**src/rtl/assert_macros.svh**
```systemverilog
// ---------------------------------------------------------------------------
// Assertion macros shared by the filter RTL
// Simulation gets concurrent assertions; synthesis gets empty bodies.
// ---------------------------------------------------------------------------
`ifndef ASSERT_MACROS_SVH
`define ASSERT_MACROS_SVH
`ifndef SYNTHESIS
`define OEF_ASSERT(lbl, prop) \
  lbl: assert property (@(posedge clk) disable iff (!rst_n) prop) \
    else $error("oef assertion failed");
`define OEF_ASSERT_NEXT(lbl, ante, cons) \
  lbl: assert property (@(posedge clk) disable iff (!rst_n) (ante) |=> (cons)) \
    else $error("oef assertion failed");
`else
`define OEF_ASSERT(lbl, prop)
`define OEF_ASSERT_NEXT(lbl, ante, cons)
`endif
`endif

```
**src/rtl/oef_pkg.sv**
```systemverilog
// ---------------------------------------------------------------------------
// oef_pkg
// Constants and shared types of the 3-D one euro filter.
// ---------------------------------------------------------------------------
package oef_pkg;

  localparam int FRAC_BITS = 16;
  localparam int SAMPLE_W  = 32;
  localparam int REG_W     = 24;
  localparam int ALPHA_W   = FRAC_BITS + 1;
  localparam int DEN_W     = 36;
  localparam int NUMLO_W   = 32;
  localparam int CNT_W     = 6;

  // 2*pi in Q16
  localparam logic [18:0] TWO_PI_FX = 19'd411775;

  localparam logic [ALPHA_W-1:0] ONE_FX = ALPHA_W'(1) << FRAC_BITS;

  localparam logic [REG_W-1:0] MIN_CUTOFF_RST = 24'd58982;
  localparam logic [REG_W-1:0] SLOPE_RST      = 24'd459;
  localparam logic [REG_W-1:0] DCUT_RST       = 24'd65536;

  typedef enum logic [1:0] {
    REG_MIN_CUTOFF   = 2'd0,
    REG_CUTOFF_SLOPE = 2'd1,
    REG_DERIV_CUTOFF = 2'd2
  } reg_idx_t;

  // request to the serial divider
  typedef struct packed {
    logic               start;
    logic [DEN_W-1:0]   den;
    logic [DEN_W-1:0]   rem;
    logic [NUMLO_W-1:0] numlo;
    logic [CNT_W-1:0]   nbits;
  } div_req_t;

  // status from the serial divider
  typedef struct packed {
    logic               busy;
    logic               done;
    logic [NUMLO_W-1:0] quo;
  } div_rsp_t;

endpackage

```
**src/rtl/oef_mul.sv**
```systemverilog
// ---------------------------------------------------------------------------
// oef_mul
// Shared multiplier: unsigned 33-bit by signed 34-bit, registered product.
// ---------------------------------------------------------------------------
module oef_mul (
  input  logic               clk,
  input  logic [32:0]        mul_a,
  input  logic signed [33:0] mul_b,
  output logic signed [67:0] prod
);

  logic signed [67:0] prod_r;

  // register the product for the next sequencer step
  always_ff @(posedge clk) begin
    prod_r <= 68'($signed({1'b0, mul_a}) * mul_b);
  end

  assign prod = prod_r;

endmodule

```
**src/rtl/oef_div.sv**
```systemverilog
// ---------------------------------------------------------------------------
// oef_div
// Restoring divider, one quotient bit per cycle, up to 32 bits.
// ---------------------------------------------------------------------------
module oef_div (
  input  logic             clk,
  input  logic             rst_n,
  input  oef_pkg::div_req_t req,
  output oef_pkg::div_rsp_t rsp
);

  logic [oef_pkg::DEN_W-1:0]   den_r;
  logic [oef_pkg::DEN_W-1:0]   rem_r;
  logic [oef_pkg::NUMLO_W-1:0] numlo_r;
  logic [oef_pkg::NUMLO_W-1:0] quo_r;
  logic [oef_pkg::CNT_W-1:0]   cnt_r;
  logic                        busy_r;
  logic                        done_r;
  logic [oef_pkg::DEN_W:0]     trial;
  logic                        ge;
  logic [oef_pkg::DEN_W:0]     diff;

  // bring down the next numerator bit and try a subtract
  assign trial = {rem_r, numlo_r[oef_pkg::NUMLO_W-1]};
  assign ge    = trial >= {1'b0, den_r};
  assign diff  = trial - {1'b0, den_r};

  // control
  always_ff @(posedge clk) begin
    if (!rst_n) begin
      busy_r <= 1'b0;
      done_r <= 1'b0;
      cnt_r  <= '0;
    end else begin
      done_r <= 1'b0;
      if (req.start) begin
        busy_r <= 1'b1;
        cnt_r  <= req.nbits;
      end else if (busy_r) begin
        cnt_r <= cnt_r - 1'b1;
        if (cnt_r == oef_pkg::CNT_W'(1)) begin
          busy_r <= 1'b0;
          done_r <= 1'b1;
        end
      end
    end
  end

  // datapath
  always_ff @(posedge clk) begin
    if (req.start) begin
      den_r   <= req.den;
      rem_r   <= req.rem;
      numlo_r <= req.numlo;
      quo_r   <= '0;
    end else if (busy_r) begin
      rem_r   <= ge ? diff[oef_pkg::DEN_W-1:0] : trial[oef_pkg::DEN_W-1:0];
      numlo_r <= {numlo_r[oef_pkg::NUMLO_W-2:0], 1'b0};
      quo_r   <= {quo_r[oef_pkg::NUMLO_W-2:0], ge};
    end
  end

  assign rsp.busy = busy_r;
  assign rsp.done = done_r;
  assign rsp.quo  = quo_r;

endmodule

```
**src/rtl/one_euro_filter_3d_top.sv**
```systemverilog
// ---------------------------------------------------------------------------
// one_euro_filter_3d_top
// Per-axis one euro filter on a 3-D Q16.16 sample, one shared multiplier
// and one serial divider driven by a small sequencer.
// ---------------------------------------------------------------------------
// channel  | dir | payload
// in_      | in  | tdata: sample_x, sample_y, sample_z, time_step
// out_     | out | tdata: smooth_x, smooth_y, smooth_z
// cfg_     | in  | cfg_index, cfg_data (24-bit register value)
//
// A filtered item runs one derivative alpha (three setup steps and a 17-step
// division) and then, per axis, a 32-step speed division (skipped when the
// speed saturates), four blend and cutoff steps, a position alpha and two
// update steps. Pass-through and first items go straight to the result
// register. Reset is synchronous, active low.
// The input is not ready while an item is at work or its result waits.
// ---------------------------------------------------------------------------
`include "assert_macros.svh"

module one_euro_filter_3d_top (
  input  logic         clk,
  input  logic         rst_n,
  input  logic         in_tvalid,
  output logic         in_tready,
  input  logic [119:0] in_tdata,   // sample_x, sample_y, sample_z, time_step
  output logic         out_tvalid,
  input  logic         out_tready,
  output logic [95:0]  out_tdata,  // smooth_x, smooth_y, smooth_z
  input  logic         cfg_valid,
  output logic         cfg_ready,
  input  logic [1:0]   cfg_index,
  input  logic [23:0]  cfg_data
);

  typedef enum logic [3:0] {
    S_IDLE, S_AM1, S_AM2, S_ADIV, S_AWAIT, S_SPD, S_SWAIT,
    S_EST, S_EST2, S_FC, S_FC2, S_Y, S_Y2
  } state_t;

  state_t state_r;

  logic [23:0] min_cutoff_r, slope_r, dcut_r;
  logic        first_r;
  logic        out_valid_r;
  logic [31:0] out_r [3];
  logic [31:0] s_r [3];
  logic [23:0] dt_r;
  logic [31:0] last_raw_r [3];
  logic [31:0] last_smooth_r [3];
  logic [31:0] last_est_r [3];
  logic [1:0]  axis_r;
  logic        alpha_sel_r;
  logic [oef_pkg::ALPHA_W-1:0] a_d_r, a_p_r;
  logic [31:0] spd_r, est_r;
  logic [23:0] fc_r;
  logic        neg_r;

  logic [32:0]        mul_a;
  logic signed [33:0] mul_b;
  logic signed [67:0] prod;
  oef_pkg::div_req_t  div_req;
  oef_pkg::div_rsp_t  div_rsp;

  logic [23:0] fc_sel;
  logic [34:0] w_val;
  logic [35:0] d_val;
  logic [36:0] num_a;
  logic signed [32:0] spd_diff, est_diff, y_diff, raw_diff;
  logic [32:0] raw_mag;
  logic        raw_ovf;
  logic [31:0] est_mag;
  logic [31:0] spd_q;
  logic [40:0] fc_sum;
  logic [31:0] est_new, y_new;
  logic        in_acc;

  oef_mul u_mul (.clk(clk), .mul_a(mul_a), .mul_b(mul_b), .prod(prod));
  oef_div u_div (.clk(clk), .rst_n(rst_n), .req(div_req), .rsp(div_rsp));

  // floor((old << F) + prod) >> F
  function automatic logic [31:0] blend_fx(input logic [31:0] old_v,
                                           input logic signed [67:0] p);
    logic signed [50:0] acc;
    acc = $signed({{3{old_v[31]}}, old_v, 16'b0}) + $signed(p[50:0]);
    return acc[47:16];
  endfunction

  assign in_acc = in_tvalid && in_tready;

  // arithmetic around the shared units
  always_comb begin
    fc_sel   = alpha_sel_r ? fc_r : dcut_r;
    w_val    = prod[50:16];
    d_val    = {1'b0, w_val} + 36'd65536;
    num_a    = (37'd1 << 32) + {2'b0, d_val[35:1]};
    raw_diff = $signed({s_r[axis_r][31], s_r[axis_r]})
             - $signed({last_raw_r[axis_r][31], last_raw_r[axis_r]});
    raw_mag  = raw_diff[32] ? 33'(-raw_diff) : 33'(raw_diff);
    raw_ovf  = {7'b0, raw_mag[32:16]} >= dt_r;
    spd_diff = $signed({spd_r[31], spd_r})
             - $signed({last_est_r[axis_r][31], last_est_r[axis_r]});
    est_diff = spd_diff;
    y_diff   = $signed({s_r[axis_r][31], s_r[axis_r]})
             - $signed({last_smooth_r[axis_r][31], last_smooth_r[axis_r]});
    est_mag  = est_r[31] ? 32'(-est_r) : est_r;
    fc_sum   = {17'b0, min_cutoff_r} + {1'b0, prod[55:16]};
    est_new  = blend_fx(last_est_r[axis_r], prod);
    y_new    = blend_fx(last_smooth_r[axis_r], prod);
    if (neg_r) begin
      spd_q = (div_rsp.quo > 32'h8000_0000) ? 32'h8000_0000 : 32'(-div_rsp.quo);
    end else begin
      spd_q = div_rsp.quo[31] ? 32'h7FFF_FFFF : div_rsp.quo;
    end
  end

  // multiplier operand select
  always_comb begin
    mul_a = '0;
    mul_b = '0;
    case (state_r)
      S_AM1: begin
        mul_a = {9'b0, fc_sel};
        mul_b = {10'b0, dt_r};
      end
      S_AM2: begin
        mul_a = {1'b0, prod[47:16]};
        mul_b = {15'b0, oef_pkg::TWO_PI_FX};
      end
      S_EST: begin
        mul_a = {16'b0, a_d_r};
        mul_b = {est_diff[32], est_diff};
      end
      S_FC: begin
        mul_a = {1'b0, est_mag};
        mul_b = {10'b0, slope_r};
      end
      S_Y: begin
        mul_a = {16'b0, a_p_r};
        mul_b = {y_diff[32], y_diff};
      end
      default: begin
        mul_a = '0;
        mul_b = '0;
      end
    endcase
  end

  // divider requests
  always_comb begin
    div_req = '0;
    case (state_r)
      S_ADIV: begin
        div_req.start = 1'b1;
        div_req.den   = d_val;
        div_req.rem   = {16'b0, num_a[36:17]};
        div_req.numlo = {num_a[16:0], 15'b0};
        div_req.nbits = 6'd17;
      end
      S_SPD: begin
        div_req.start = !raw_ovf;
        div_req.den   = {12'b0, dt_r};
        div_req.rem   = {19'b0, raw_mag[32:16]};
        div_req.numlo = {raw_mag[15:0], 16'b0};
        div_req.nbits = 6'd32;
      end
      default: div_req = '0;
    endcase
  end

  // configuration registers
  always_ff @(posedge clk) begin
    if (!rst_n) begin
      min_cutoff_r <= oef_pkg::MIN_CUTOFF_RST;
      slope_r      <= oef_pkg::SLOPE_RST;
      dcut_r       <= oef_pkg::DCUT_RST;
    end else if (cfg_valid) begin
      case (cfg_index)
        oef_pkg::REG_MIN_CUTOFF:   min_cutoff_r <= cfg_data;
        oef_pkg::REG_CUTOFF_SLOPE: slope_r      <= cfg_data;
        oef_pkg::REG_DERIV_CUTOFF: dcut_r       <= cfg_data;
        default: ;
      endcase
    end
  end

  // sequencer, filter state and result register
  always_ff @(posedge clk) begin
    if (!rst_n) begin
      state_r     <= S_IDLE;
      first_r     <= 1'b1;
      out_valid_r <= 1'b0;
      axis_r      <= '0;
      alpha_sel_r <= 1'b0;
    end else begin
      if (out_valid_r && out_tready) begin
        out_valid_r <= 1'b0;
      end
      case (state_r)
        S_IDLE: begin
          if (in_acc) begin
            for (int i = 0; i < 3; i++) begin
              s_r[i] <= in_tdata[32*i +: 32];
            end
            dt_r <= in_tdata[119:96];
            if (in_tdata[119:96] == 24'd0) begin
              for (int i = 0; i < 3; i++) begin
                out_r[i] <= in_tdata[32*i +: 32];
              end
              out_valid_r <= 1'b1;
            end else if (first_r) begin
              for (int i = 0; i < 3; i++) begin
                out_r[i]         <= in_tdata[32*i +: 32];
                last_raw_r[i]    <= in_tdata[32*i +: 32];
                last_smooth_r[i] <= in_tdata[32*i +: 32];
                last_est_r[i]    <= '0;
              end
              first_r     <= 1'b0;
              out_valid_r <= 1'b1;
            end else begin
              axis_r      <= '0;
              alpha_sel_r <= 1'b0;
              state_r     <= S_AM1;
            end
          end
        end
        S_AM1:  state_r <= S_AM2;
        S_AM2:  state_r <= S_ADIV;
        S_ADIV: state_r <= S_AWAIT;
        S_AWAIT: begin
          if (div_rsp.done) begin
            if (alpha_sel_r) begin
              a_p_r   <= oef_pkg::ONE_FX - div_rsp.quo[oef_pkg::ALPHA_W-1:0];
              state_r <= S_Y;
            end else begin
              a_d_r   <= oef_pkg::ONE_FX - div_rsp.quo[oef_pkg::ALPHA_W-1:0];
              state_r <= S_SPD;
            end
          end
        end
        S_SPD: begin
          neg_r <= raw_diff[32];
          if (raw_ovf) begin
            spd_r   <= raw_diff[32] ? 32'h8000_0000 : 32'h7FFF_FFFF;
            state_r <= S_EST;
          end else begin
            state_r <= S_SWAIT;
          end
        end
        S_SWAIT: begin
          if (div_rsp.done) begin
            spd_r   <= spd_q;
            state_r <= S_EST;
          end
        end
        S_EST:  state_r <= S_EST2;
        S_EST2: begin
          est_r   <= est_new;
          state_r <= S_FC;
        end
        S_FC:   state_r <= S_FC2;
        S_FC2: begin
          fc_r        <= (fc_sum > 41'hFF_FFFF) ? 24'hFF_FFFF : fc_sum[23:0];
          alpha_sel_r <= 1'b1;
          state_r     <= S_AM1;
        end
        S_Y:    state_r <= S_Y2;
        S_Y2: begin
          last_smooth_r[axis_r] <= y_new;
          last_est_r[axis_r]    <= est_r;
          last_raw_r[axis_r]    <= s_r[axis_r];
          out_r[axis_r]         <= y_new;
          alpha_sel_r           <= 1'b0;
          if (axis_r == 2'd2) begin
            out_valid_r <= 1'b1;
            state_r     <= S_IDLE;
          end else begin
            axis_r  <= axis_r + 2'd1;
            state_r <= S_SPD;
          end
        end
        default: state_r <= S_IDLE;
      endcase
    end
  end

  assign in_tready  = (state_r == S_IDLE) && !out_valid_r;
  assign out_tvalid = out_valid_r;
  assign out_tdata  = {out_r[2], out_r[1], out_r[0]};
  assign cfg_ready  = 1'b1;

  `OEF_ASSERT(a_busy_not_ready, (state_r != S_IDLE) |-> !in_tready)
  `OEF_ASSERT(a_div_start_idle, div_req.start |-> !div_rsp.busy)
  `OEF_ASSERT(a_alpha_range, (state_r == S_SPD) |-> (a_d_r <= oef_pkg::ONE_FX))
  `OEF_ASSERT_NEXT(a_accept_moves, in_acc, out_valid_r || state_r == S_AM1)

endmodule
```
**config.mk**
```make
export PLATFORM = sky130hd
export DESIGN_NAME = one_euro_filter_3d_top
export DESIGN_NICKNAME = d
export VERILOG_FILES = /design/src/rtl/oef_pkg.sv /design/src/rtl/oef_mul.sv /design/src/rtl/oef_div.sv /design/src/rtl/one_euro_filter_3d_top.sv
export VERILOG_INCLUDE_DIRS = /design/src /design/src/rtl
export SDC_FILE = /design/constraint.sdc
export NUM_CORES = 2
export LEC_CHECK = 0
export ABC_CLOCK_PERIOD_IN_PS = 16470
export BUFFER_PORTS_ARGS = -buffer_cell sky130_fd_sc_hd__buf_2
export CAP_MARGIN = 5
export CORE_ASPECT_RATIO = 1.2
export CORE_UTILIZATION = 30
export DETAILED_ROUTE_END_ITERATION = 8
export PLACE_DENSITY = 0.44
export SYNTH_ARGS = -nofsm -noshare
export SYNTH_HDL_FRONTEND = slang
export SYNTH_SLANG_ARGS = --single-unit
export TNS_END_PERCENT = 30
```
**constraint.sdc**
```tcl
create_clock -name clk -period 16.47 [get_ports clk]
set_input_delay 0.8235 -clock clk [delete_from_list [all_inputs] [get_ports clk]]
set_output_delay 0.8235 -clock clk [all_outputs]
set_load 0.05 [all_outputs]
```
==> impl_metrics.ini <==
[power_and_ir_drop]
p_leak_uw = 0.0408
p_per_area_nw_per_um2 = 92.5
peakVddDrop_mv = 0.150

[worst_setup_path]
cp_data_arrival_time_ns = 14.70
reg2reg_depth = 40
reg2reg_slack_ns = 2.45
required_ns = 17.15
crit_path_end_kind = flip-flop
crit_slowest_cell = a211oi_4
crit_top_cell = fa_1
crit_type = flip-flop to flip-flop
critPathMaxFanout = 21
startpoint_type = flip-flop
worstReg2RegEnd = u_mul.prod[55]
crit_path_max_incr_delay_ns = 0.86

[sta]
slew_viol_final = 0
period_needed_ns = 14.02
fmax_ghz = 0.0713
rsz0062_at_grt = false
clock-skew-final_ns = 0.0641
timing.slew.headroom_pct = 15.1
hold_violations = 0
final.setup.worst_slack_ns = 2.45
period_share_pct = 85.1
setup_tns_ns = 0
tightest_slew_ns = 1.27
setup_violations = 0

[die]
dieHeight_um = 584
core_um2 = 280000
rows = 213
dieArea_um2 = 284000
start_util_pct = 30.2
die_w_um = 487
io_pins = 250

[min_path]
hp-class = input pin to flip-flop
hold_depth = 1
worstHoldEndpoint = s_r[2][23]
min_from = in_tdata[87]

[clock_tree]
postCtsHoldBufs = 0
clock_latency_ns = 0.79
cts_setup_buffers = 0
numCtsBuffers = 106
clkTransAtPathRegs_ns = 0.07
cts_htree_levels = 3
cts_resized = 0
cts_tree = done
cts_sinks = 975
cts_max_path_buffers = 3
cts-root-buf = clkbuf_16

[logic_synthesis]
syn-mean-instance-area_um2 = 10.2
synthFlopType = edfxtp_1
synth_area_um2 = 84600
synthCells = 8299
async_flop_share_pct = 0
synth_edf_count = 812
yosysTopAreaCell = edfxtp_1
synth-seq-cells = 975
yosysTopAreaCellShare_pct = 28.8
synth_cell_type_count = 106
seq_area_frac_synth_pct = 32.7
yosys_warnings = 0
synth.area.top_cells = edfxtp_1 (29%), fa_1 (24%), ha_1 (6.1%)

[grt]
grt_max_degree = 96
first_global_vias = 65600
grt.total_usage_pct = 22.0
antenna_found_initial = 16
overflow = 0
grt_pass1_wl_um = 456000

[routing]
drt_iter0_markers = 4797
avgRoutedWirePerCell_um = 25.2
drcViolationCount = 0
vias = 62700
vias_per_cell = 5.05
final_antenna_net_count = 0
finalWirelength_um = 312000
dr.pass1.iters = 6

[layout]
seq_area_um2 = 27700
nets = 10100
multiInputGateArea_um2 = 51600
syn_to_final_growth_pct = 12.4
fill_cells = 28800
drive_above_1_share_pct = 9.98

[placed_design]
dp_slack_ns = 2.56
numPortBuffers = 248
globalplace.congestion = 0.914
dp_hpwl_um = 239000

[flow_run]
cap_violations = 0

[status]
outcome = complete, no violations
[where the power goes]
part	internal, uW	leakage [uW]	switching (uW)
registers	2840	0.00863	95.3
clock network	1490	0.00183	1130
logic	1180	0.0303	2060
[cells in the mapped netlist (all sizes together) (16+ instances only)]
library cell	instances
inv	1244
or3	24
and3	137
nor2	698
a21boi	77
nand3b	17
a22o	19
o21bai	24
edfxtp	812
a21oi	294
or2	28
a21bo	16
xor2	139
mux2i	112
o211ai	25
xnor2	187
mux2	17
a22oi	32
a21o	136
nand2b	66
nor3	74
nand4	35
buf	41
fa	997
o31ai	24
a31oi	47
a211oi	19
dfxtp	163
nand2	1050
nor4	26
nor2b	62
and2	80
o21a	47
ha	413
nand3	92
a221o	20
mux4	96
o21ai	354
clkbuf	334
[per-stage QoR]
step	utilization [%]	instances	hold WS, ns	area [um2]	power, uW
2_1_floorplan	-	8392	0.424	84900	5120
3_3_place_gp	32.5	12200	0.450	91200	6180
3_5_place_dp	32.5	12200	0.458	91200	6200
4_1_cts	33.9	12400	0.179	95000	8830
5_1_grt	33.9	12400	0.209	95000	9240
6_report	33.9	12400	0.236	95000	8790
[cells in the final DEF (no fill, tap or decap), drive strengths merged, types with 25 or more instances in the layout]
cell type	Yosys	routed
inv	1244	1251
nand2	1050	1050
fa	997	997
edfxtp	812	812
nor2	698	698
buf	41	419
ha	413	413
o21ai	354	354
a21oi	294	294
xnor2	187	187
dfxtp	163	163
xor2	139	139
and3	137	137
a21o	136	136
clkbuf	334	126
mux2i	112	112
mux4	96	96
conb	2	95
nand3	92	92
and2	80	80
a21boi	77	77
nor3	74	74
nand2b	66	66
nor2b	62	62
o21a	47	47
a31oi	47	47
clkinv	1	46
nand4	35	35
a22oi	32	32
or2	28	28
nor4	26	26
o211ai	25	25
[layer usage]
metal | GRT usage [%] | share of wire, % | vias up
li1 | - | - | 27900
met1 | 28.5 | 42 | 32400
met2 | 37.3 | 48 | 1966
met3 | 2.38 | 4.8 | 425
met4 | 9.06 | 4.6 | 16
met5 | 0 | 0.041 | -
[worst max path at each step]
stage	start	end	slack (ns)	depth (start not counted)
final	flip-flop	u_mul.prod[55]	2.45	40
after CTS	flip-flop	u_mul.prod[55]	2.47	40
after detailed placement	flip-flop	u_mul.prod[55]	2.56	40
after global routing	flip-flop	u_mul.prod[55]	1.99	42
after floorplan	flip-flop	u_mul.prod[55]	4.39	46
after global placement	flip-flop	u_mul.prod[55]	2.57	43
[area by class of cell]
| type | count | share of cell area (%) |
|---|---|---|
| multi-input cells | 5797 | 54.3 |
| flip-flops and latches | 975 | 29.1 |
| well taps | 3762 | 4.95 |
| inverters | 1245 | 4.92 |
| clock buffers | 126 | 2.99 |
| repair buffers | 419 | 2.68 |
| clock inverters | 76 | 0.989 |
| diodes | 5 | 0.0132 |
[sequential cells by signal, summed over array words and instances (netlist names), 24 cells and up, named ones only]
| name | cells |
|---|---|
| min_cutoff_r | 24 |
| u_mul.prod | 40 |
| fc_r | 24 |
| u_div.rem_r | 36 |
| out_r | 96 |
| last_raw_r | 128 |
| est_r | 32 |
| slope_r | 24 |
| u_div.quo_r | 32 |
| spd_r | 32 |
| dt_r | 24 |
| last_est_r | 128 |
| s_r | 96 |
| dcut_r | 24 |
| u_div.den_r | 36 |
| last_smooth_r | 128 |
[logic make-up (layout without fill, tap and decap cells)]
logic type	Yosys count	after routing	synth area share (%)
flops	975	975	32.7
fa+ha+maj	1410	1410	29.7
compound gates	1298	1298	10.0
other cells	2	100	0.00888
xor+xnor	326	326	3.38
buf+inv	1620	1866	7.20
mux	225	225	4.11
simple gates	2443	2443	12.9
[worst max-delay path: cells and delay by family (launching register included)]
| kind | cells | cell delay, ns |
|---|---|---|
| AOI/OAI and AO/OA | 14 | 4.23 |
| adders and majority gates | 11 | 5.18 |
| buffers and inverters | 5 | 0.74 |
| DFF | 1 | 0.57 |
| muxes | 2 | 0.82 |
| and+or+nand+nor | 8 | 2.33 |
No activity file was read; power rests on OpenSTA's default activity.
